<file path="config.mk">
export PLATFORM = sky130hd
export DESIGN_NAME = dtlq_ctrl
export DESIGN_NICKNAME = d
export VERILOG_FILES = /design/src/dtlq_pkg.sv /design/src/dtlq_ctrl.sv
export SDC_FILE = /design/constraint.sdc
export NUM_CORES = 2
export LEC_CHECK = 0
export ABC_CLOCK_PERIOD_IN_PS = 11800
export BUFFER_PORTS_ARGS = -buffer_cell sky130_fd_sc_hd__buf_4
export CAP_MARGIN = 20
export CORE_ASPECT_RATIO = 1.5
export CORE_UTILIZATION = 65
export CTS_CLUSTER_SIZE = 28
export DETAILED_ROUTE_END_ITERATION = 8
export HOLD_SLACK_MARGIN = 0.05
export PLACE_DENSITY = 0.88
export SKIP_LAST_GASP = 1
export SYNTH_ARGS = -nofsm -noshare
export SYNTH_HDL_FRONTEND = slang
export SYNTH_SLANG_ARGS = --single-unit
export TNS_END_PERCENT = 1
</file>
<file path="constraint.sdc">
create_clock -name clock -period 11.8 [get_ports clock]
set_input_delay 0 -clock clock [delete_from_list [all_inputs] [get_ports clock]]
set_output_delay 0 -clock clock [all_outputs]
set_load 0.02 [all_outputs]
</file>
<file path="src/dtlq_pkg.sv">
// Shared constants, types and helpers of the drop-tail link queue model.
package dtlq_pkg;

   localparam int DEPTH      = 128;
   localparam int ADDR_W     = $clog2(DEPTH);
   localparam int SLOT_W     = ADDR_W + 1;
   localparam int FILL_W     = $clog2(DEPTH + 1);
   localparam int LIM_W      = 8;
   localparam int CMP_W      = (FILL_W > LIM_W) ? FILL_W : LIM_W;
   localparam int TIME_W     = 48;
   localparam int SIZE_W     = 16;
   localparam int BP_W       = 20;
   localparam int MULT_W     = SIZE_W + BP_W;
   localparam int PROD_W     = MULT_W + 3;
   localparam int CNT_W      = 32;
   localparam int SUM_W      = 64;
   localparam int OCC_W      = 8;
   localparam int ENTRY_W    = TIME_W + SIZE_W;
   localparam int CSR_IDX_W  = 2;
   localparam int CSR_DATA_W = BP_W;
   localparam int RSP_DATA_W = 3 * CNT_W + OCC_W + SUM_W + CNT_W + TIME_W;

   localparam logic [BP_W-1:0]  BIT_PERIOD_RESET  = BP_W'(200);
   localparam logic [LIM_W-1:0] QUEUE_LIMIT_RESET = LIM_W'(100);

   localparam logic [CSR_IDX_W-1:0] CSR_BIT_PERIOD  = CSR_IDX_W'(0);
   localparam logic [CSR_IDX_W-1:0] CSR_QUEUE_LIMIT = CSR_IDX_W'(1);

   localparam logic OP_ARRIVAL = 1'b0;
   localparam logic OP_FLUSH   = 1'b1;

   typedef enum logic [2:0] {
      ST_IDLE,
      ST_CHECK,
      ST_POP,
      ST_HEAD_LOAD,
      ST_HEAD_SUM,
      ST_INSERT,
      ST_DONE
   } state_type;

   typedef struct packed {
      logic              opcode;
      logic [TIME_W-1:0] arrival_time;
      logic [SIZE_W-1:0] size_bytes;
   } item_type;

   typedef struct packed {
      logic               wr_en;
      logic [ADDR_W-1:0]  wr_addr;
      logic [ENTRY_W-1:0] wr_data;
      logic               rd_en;
      logic [ADDR_W-1:0]  rd_addr;
   } mem_req_type;

   typedef struct packed {
      logic              accepted;
      logic [CNT_W-1:0]  received_count;
      logic [CNT_W-1:0]  delivered_count;
      logic [CNT_W-1:0]  dropped_count;
      logic [OCC_W-1:0]  occupancy;
      logic [SUM_W-1:0]  delay_total;
      logic [CNT_W-1:0]  delay_count;
      logic [TIME_W-1:0] last_departure;
   } result_type;

   function automatic logic [CNT_W-1:0] bump(input logic [CNT_W-1:0] c);
      return (c == '1) ? c : c + CNT_W'(1);
   endfunction

endpackage

</file>
<file path="src/dtlq_ctrl.sv">
// Queue sequencer: pops, head service start, insert or drop, running statistics.
module dtlq_ctrl (
   input  logic                           clock,
   input  logic                           reset,
   input  logic                           item_valid,
   output logic                           item_ready,
   input  dtlq_pkg::item_type             item,
   input  logic [dtlq_pkg::BP_W-1:0]      bit_period,
   input  logic [dtlq_pkg::LIM_W-1:0]     queue_limit,
   output dtlq_pkg::mem_req_type          mem_req,
   input  logic [dtlq_pkg::ENTRY_W-1:0]   mem_rdata,
   output logic                           res_valid,
   input  logic                           res_ready,
   output dtlq_pkg::result_type           res
);

   dtlq_pkg::state_type                 state_ff, state_in;
   logic                                op_ff, op_in;
   logic [dtlq_pkg::TIME_W-1:0]         arr_ff, arr_in;
   logic [dtlq_pkg::SIZE_W-1:0]         bytes_ff, bytes_in;
   logic                                acc_ff, acc_in;
   logic [dtlq_pkg::ADDR_W-1:0]         head_ptr_ff, head_ptr_in;
   logic [dtlq_pkg::FILL_W-1:0]         fill_ff, fill_in;
   logic [dtlq_pkg::TIME_W-1:0]         head_dep_ff, head_dep_in;
   logic [dtlq_pkg::TIME_W-1:0]         recent_ff, recent_in;
   logic [dtlq_pkg::CNT_W-1:0]          rcv_ff, rcv_in;
   logic [dtlq_pkg::CNT_W-1:0]          dlv_ff, dlv_in;
   logic [dtlq_pkg::CNT_W-1:0]          drp_ff, drp_in;
   logic [dtlq_pkg::SUM_W-1:0]          wsum_ff, wsum_in;
   logic [dtlq_pkg::CNT_W-1:0]          wcnt_ff, wcnt_in;
   logic [dtlq_pkg::TIME_W-1:0]         start_ff, start_in;
   logic [dtlq_pkg::TIME_W-1:0]         delay_ff, delay_in;
   logic [dtlq_pkg::PROD_W-1:0]         prod_ff, prod_in;
   logic                                from_mem_ff, from_mem_in;

   logic [dtlq_pkg::ADDR_W-1:0]         head_next;
   logic [dtlq_pkg::SLOT_W-1:0]         slot_sum;
   logic [dtlq_pkg::ADDR_W-1:0]         slot;
   logic                                room;
   logic [dtlq_pkg::TIME_W-1:0]         h_arr;
   logic [dtlq_pkg::SIZE_W-1:0]         h_bytes;
   logic [dtlq_pkg::TIME_W:0]           diff;
   logic [dtlq_pkg::MULT_W-1:0]         mult;
   logic [dtlq_pkg::SUM_W:0]            wsum_add;
   logic [dtlq_pkg::TIME_W:0]           dep_add;

   assign head_next = (head_ptr_ff == dtlq_pkg::ADDR_W'(dtlq_pkg::DEPTH - 1))
                      ? '0 : head_ptr_ff + dtlq_pkg::ADDR_W'(1);
   assign slot_sum  = dtlq_pkg::SLOT_W'(head_ptr_ff) + dtlq_pkg::SLOT_W'(fill_ff);
   assign slot      = (slot_sum >= dtlq_pkg::SLOT_W'(dtlq_pkg::DEPTH))
                      ? dtlq_pkg::ADDR_W'(slot_sum - dtlq_pkg::SLOT_W'(dtlq_pkg::DEPTH))
                      : dtlq_pkg::ADDR_W'(slot_sum);
   assign room      = (dtlq_pkg::CMP_W'(fill_ff) < dtlq_pkg::CMP_W'(queue_limit)) &&
                      (dtlq_pkg::CMP_W'(fill_ff) < dtlq_pkg::CMP_W'(dtlq_pkg::DEPTH));

   assign h_arr     = from_mem_ff ? mem_rdata[dtlq_pkg::TIME_W-1:0] : arr_ff;
   assign h_bytes   = from_mem_ff ? mem_rdata[dtlq_pkg::ENTRY_W-1:dtlq_pkg::TIME_W] : bytes_ff;
   assign diff      = {1'b0, start_ff} - {1'b0, h_arr};
   assign mult      = dtlq_pkg::MULT_W'(h_bytes) * dtlq_pkg::MULT_W'(bit_period);
   assign wsum_add  = {1'b0, wsum_ff} + (dtlq_pkg::SUM_W + 1)'(delay_ff);
   assign dep_add   = {1'b0, start_ff} + (dtlq_pkg::TIME_W + 1)'(prod_ff);

   always_comb begin
      state_in    = state_ff;
      op_in       = op_ff;
      arr_in      = arr_ff;
      bytes_in    = bytes_ff;
      acc_in      = acc_ff;
      head_ptr_in = head_ptr_ff;
      fill_in     = fill_ff;
      head_dep_in = head_dep_ff;
      recent_in   = recent_ff;
      rcv_in      = rcv_ff;
      dlv_in      = dlv_ff;
      drp_in      = drp_ff;
      wsum_in     = wsum_ff;
      wcnt_in     = wcnt_ff;
      start_in    = start_ff;
      delay_in    = delay_ff;
      prod_in     = prod_ff;
      from_mem_in = from_mem_ff;
      item_ready  = 1'b0;
      res_valid   = 1'b0;
      mem_req     = '{wr_en: 1'b0, wr_addr: slot, wr_data: {bytes_ff, arr_ff},
                      rd_en: 1'b0, rd_addr: head_next};
      unique case (state_ff)
         dtlq_pkg::ST_IDLE: begin
            item_ready = 1'b1;
            if (item_valid) begin
               op_in    = item.opcode;
               arr_in   = item.arrival_time;
               bytes_in = item.size_bytes;
               acc_in   = 1'b0;
               if (item.opcode == dtlq_pkg::OP_ARRIVAL) begin
                  rcv_in = dtlq_pkg::bump(rcv_ff);
               end
               state_in = dtlq_pkg::ST_CHECK;
            end
         end
         dtlq_pkg::ST_CHECK: begin
            if (fill_ff != '0 && (op_ff == dtlq_pkg::OP_FLUSH || head_dep_ff < arr_ff)) begin
               state_in = dtlq_pkg::ST_POP;
            end else if (op_ff == dtlq_pkg::OP_FLUSH) begin
               state_in = dtlq_pkg::ST_DONE;
            end else begin
               state_in = dtlq_pkg::ST_INSERT;
            end
         end
         dtlq_pkg::ST_POP: begin
            recent_in   = head_dep_ff;
            head_ptr_in = head_next;
            fill_in     = fill_ff - dtlq_pkg::FILL_W'(1);
            dlv_in      = dtlq_pkg::bump(dlv_ff);
            if (fill_ff != dtlq_pkg::FILL_W'(1)) begin
               mem_req.rd_en = 1'b1;
               start_in      = head_dep_ff;
               from_mem_in   = 1'b1;
               state_in      = dtlq_pkg::ST_HEAD_LOAD;
            end else begin
               state_in = dtlq_pkg::ST_CHECK;
            end
         end
         dtlq_pkg::ST_HEAD_LOAD: begin
            delay_in = diff[dtlq_pkg::TIME_W] ? '0 : diff[dtlq_pkg::TIME_W-1:0];
            prod_in  = {mult, 3'b000};
            state_in = dtlq_pkg::ST_HEAD_SUM;
         end
         dtlq_pkg::ST_HEAD_SUM: begin
            wsum_in     = wsum_add[dtlq_pkg::SUM_W] ? '1 : wsum_add[dtlq_pkg::SUM_W-1:0];
            wcnt_in     = dtlq_pkg::bump(wcnt_ff);
            head_dep_in = dep_add[dtlq_pkg::TIME_W] ? '1 : dep_add[dtlq_pkg::TIME_W-1:0];
            state_in    = from_mem_ff ? dtlq_pkg::ST_CHECK : dtlq_pkg::ST_DONE;
         end
         dtlq_pkg::ST_INSERT: begin
            if (room) begin
               mem_req.wr_en = 1'b1;
               fill_in       = fill_ff + dtlq_pkg::FILL_W'(1);
               acc_in        = 1'b1;
               if (fill_ff == '0) begin
                  start_in    = arr_ff;
                  from_mem_in = 1'b0;
                  state_in    = dtlq_pkg::ST_HEAD_LOAD;
               end else begin
                  state_in = dtlq_pkg::ST_DONE;
               end
            end else begin
               drp_in   = dtlq_pkg::bump(drp_ff);
               state_in = dtlq_pkg::ST_DONE;
            end
         end
         dtlq_pkg::ST_DONE: begin
            res_valid = 1'b1;
            if (res_ready) begin
               state_in = dtlq_pkg::ST_IDLE;
            end
         end
         default: begin
            state_in = dtlq_pkg::ST_IDLE;
         end
      endcase
   end

   always_ff @(posedge clock) begin
      if (reset) begin
         state_ff    <= dtlq_pkg::ST_IDLE;
         head_ptr_ff <= '0;
         fill_ff     <= '0;
         head_dep_ff <= '0;
         recent_ff   <= '0;
         rcv_ff      <= '0;
         dlv_ff      <= '0;
         drp_ff      <= '0;
         wsum_ff     <= '0;
         wcnt_ff     <= '0;
      end else begin
         state_ff    <= state_in;
         head_ptr_ff <= head_ptr_in;
         fill_ff     <= fill_in;
         head_dep_ff <= head_dep_in;
         recent_ff   <= recent_in;
         rcv_ff      <= rcv_in;
         dlv_ff      <= dlv_in;
         drp_ff      <= drp_in;
         wsum_ff     <= wsum_in;
         wcnt_ff     <= wcnt_in;
      end
   end

   always_ff @(posedge clock) begin
      op_ff       <= op_in;
      arr_ff      <= arr_in;
      bytes_ff    <= bytes_in;
      acc_ff      <= acc_in;
      start_ff    <= start_in;
      delay_ff    <= delay_in;
      prod_ff     <= prod_in;
      from_mem_ff <= from_mem_in;
   end

   assign res = '{accepted:        acc_ff,
                  received_count:  rcv_ff,
                  delivered_count: dlv_ff,
                  dropped_count:   drp_ff,
                  occupancy:       dtlq_pkg::OCC_W'(fill_ff),
                  delay_total:     wsum_ff,
                  delay_count:     wcnt_ff,
                  last_departure:  recent_ff};

endmodule

</file>
==> summary.txt <==
Timing
  • Relative slew margins: 0.318
  • Final WS setup: 4.14 ns
  • RSZ-0062 raised after global routing: false
  • Worst Tran Pin Value: 1.01 ns
  • Final period utilization: 0.649
  • FMAX: 131 MHz
  • Period minus WS final: 7.66 ns
  • Layout Skew: 0.0329 ns
  • Setup TNS: 0 ns
  • Final Hold Vio Count: 0
  • Max-slew violations: 0
  • Final setup vio count: 0

Power
  • Total power: 14.3 mW
  • Pwr dens: 315 nW/µm²
  • Static leakage: 20.5 nW
  • Peak supply drop: 0.407 mV

Global routing
  • Total GRT Usage: 0.373
  • Initial antenna violation count: 1
  • Number of global-route vias before repair: 34400
  • Pin count of the biggest net entering global routing: 85
  • First-pass GRT wire length: 180000 µm
  • GR Overflow Total: 0

Cells and area
  • Multi-input gate area: 24400 µm²
  • Most common cell after layout, fill and taps aside: buf_4
  • Share of layout cells above drive strength 1: 0.143
  • Fillers: 3971
  • Util after Layout: 0.769
  • FF+latch area: 12100 µm²
  • Nets@finish: 5461
  • Area grow syn2layout: 16.7%
  • Most frequent cells in the layout: buf_4 (509), nand2_1 (489), inv_1 (406), a21oi_1 (316), ha_1 (308)

Setup path
  • Worst path cell trace: buf_4, mux2i_1, buf_4, nor2b_1, fa_1, inv_1, fa_1, fa_1, inv_1, fa_1, fa_1, inv_1, fa_1, inv_1, ha_1, and4_1, o211a_1, a21oi_1, o41ai_2, nand2_1, a31o_2, o31a_1, a31oi_1, xor2_1
  • Critical path's top delay family: adder cells
  • CP Class: flop to flop
  • Buf/Inv on CP: 6
  • Crit path DAT: 8.04 ns
  • Critical-path top delay cell: fa_1
  • Startpoint Class: flop
  • Max FO, Critical Path: 37
  • Worst path max stage delay: 0.55 ns
  • Critical Path End Type: flop
  • CP dominant cell by count: fa_1
  • CP required: 12.18 ns
  • Worst reg2reg setup slack: 4.14 ns

Clock tree
  • Clock Root Buffer: clkbuf_16
  • Clock sinks: 505
  • Clock buffer depth: 3
  • Reg clk slew, reported paths: 0.07 ns
  • TritonCTS buffer count: 50
  • Htree depth: 2
  • Worst-skew pair later-pin latency: 0.63 ns
  • CTS tree: yes
  • Cells resized by post-CTS repair: 0

Placement
  • Dpl ws: 4.19 ns
  • Number of I/O port buffers: 491
  • Post-DP HPWL: 86000 µm
  • Gpl congestion: 0.973

Synthesis
  • Synth area leader: dfxtp_1
  • Post-synth ARST share: 0
  • Cell area after synthesis: 38800 µm²
  • Synth top area cells: dfxtp_1 (16%), edfxtp_1 (15%), fa_1 (13%)
  • Register bit count reported by yosys: 505
  • Synthesized area per cell: 9.05 µm²
  • Ys flop type: dfxtp_1
  • Register area share after synthesis: 0.312
  • Number of synthesized flops with an enable pin: 199
  • YS warnings: 0
  • Synth unique cells: 98
  • Synth Net Count: 5013
  • Synth Instances: 4290
  • Top-area cell type share of the netlist area: 0.158

Drt
  • Pre-Repair DR Iteration Count: 6
  • WL final: 115000 µm
  • WL per Instance: 20.7 µm
  • Post-route ant nets: 0
  • Post-route DRC: 0
  • Routed vias: 34200
  • Initial DRC Count: 2694
  • DR vias/cell: 6.16

Die
  • Core footprint: 58900 µm²
  • DIE AREA: 60700 µm²
  • Initial Util: 0.659
  • Row count: 109
  • Die width: 202 µm
  • Die height: 301 µm
  • I/O pin count: 492

Hold path
  • Hold WC Path Type: input port to flop

Flow run
  • Maxcap violations: 0

Status
  • Status: finished clean
==> layer usage <==
| layer | wire (µm) | track usage | vias to the layer above | part of all wire |
|---|---|---|---|---|
| met5 | 13 | 0 | - | 0.00011 |
| met4 | 8610 | 0.243 | 2 | 0.075 |
| met3 | 8840 | 0.0594 | 535 | 0.077 |
| met2 | 57300 | 0.662 | 1735 | 0.50 |
| met1 | 40400 | 0.413 | 16400 | 0.35 |
| li1 | - | - | 15600 | - |
==> kinds of logic (layout without fill, tap and decap cells) <==
group | count (synthesis) | in the layout | synth area share
AOI/OAI and AO/OA | 927 | 927 | 0.149
xor gates and xnor gates | 272 | 272 | 0.0614
adders and majority gates | 562 | 562 | 0.230
buffers and inverters | 597 | 1086 | 0.0594
DFF | 505 | 505 | 0.312
muxes | 70 | 70 | 0.0185
other | 0 | 1 | 0
and+or+nand+nor | 1357 | 1357 | 0.170
==> through the flow <==
step,instance area [µm²],hold slack (ns),std cells
after floorplan,38800,0.0989,4290
after global placement,42900,0.178,5390
after detailed placement,42900,0.179,5390
after CTS,45300,0.0615,5555
after global routing,45300,0.0818,5556
final,45300,0.0862,5557
==> area by class of cell <==
class                      count  share of cell area
antenna                        1           0.0000552
clock buffer                  73              0.0338
clock inverter                20             0.00334
inverter                     410              0.0340
multi-input combinational   3188               0.539
sequential                   505               0.267
tap                          777              0.0215
timing repair buffer         583               0.101
==> sequential cells by signal, indices dropped and copies added (netlist names), 32 cells and up <==
name,cells
wsum_ff,64
arr_ff,48
head_dep_ff,48
wcnt_ff,32
drp_ff,32
prod_ff,36
delay_ff,48
recent_ff,48
dlv_ff,32
start_ff,48
rcv_ff,32
==> Yosys cell counts (all sizes together), types with 6 or more instances <==
library cell,instances
a221o,7
nand4,67
a21oi,321
clkbuf,149
a31oi,38
xnor2,132
o31ai,11
or3,43
nand2,491
fa,254
mux2i,56
xor2,140
mux2,14
o21ai,252
a211oi,27
a311oi,11
and4,30
nand3,86
edfxtp,199
a221oi,8
o21bai,26
o21a,28
nor2,284
ha,308
o221a,6
or2,10
a31o,8
a21o,106
dfxtp,306
buf,38
nor4,12
a211o,7
a41oi,8
and2,120
o221ai,6
nand2b,30
o31a,7
a21boi,8
nor3,59
and3,29
inv,409
o211ai,13
nor2b,76
==> worst register-to-register path: stages, from the launching register on <==
cell      delay [ns]
edfxtp_1        0.33
buf_4           0.53
mux2i_1         0.42
buf_4           0.30
nor2b_1         0.10
fa_1            0.48
inv_1           0.06
fa_1            0.51
fa_1            0.53
inv_1           0.06
fa_1            0.46
fa_1            0.55
inv_1           0.05
fa_1            0.55
inv_1           0.05
ha_1            0.37
and4_1          0.24
o211a_1         0.15
a21oi_1         0.15
o41ai_2         0.47
nand2_1         0.19
a31o_2          0.32
o31a_1          0.26
a31oi_1         0.21
xor2_1          0.08
==> power breakdown <==
group          switching (mW)  internal (mW)  total (mW)
sequential              0.345           2.57        2.92
clock                   0.734          0.912        1.65
combinational            5.55           4.15        9.69
==> path summary, 6_finish.rpt <==
check,startpoint,end,cells after the start
max,from_mem_ff,prod_ff[37],24
min,item[6],bytes_ff[6],2
max reg2reg,from_mem_ff,prod_ff[37],24
min reg2reg,recent_ff[7],recent_ff[7],2
==> what timing repair did <==
item                                   4_1_cts  5_1_grt
hold buffers                                72        0
buffers inserted                             0        0
endpoints found under the hold margin      149        0
Power figures use the tool's default switching activity.
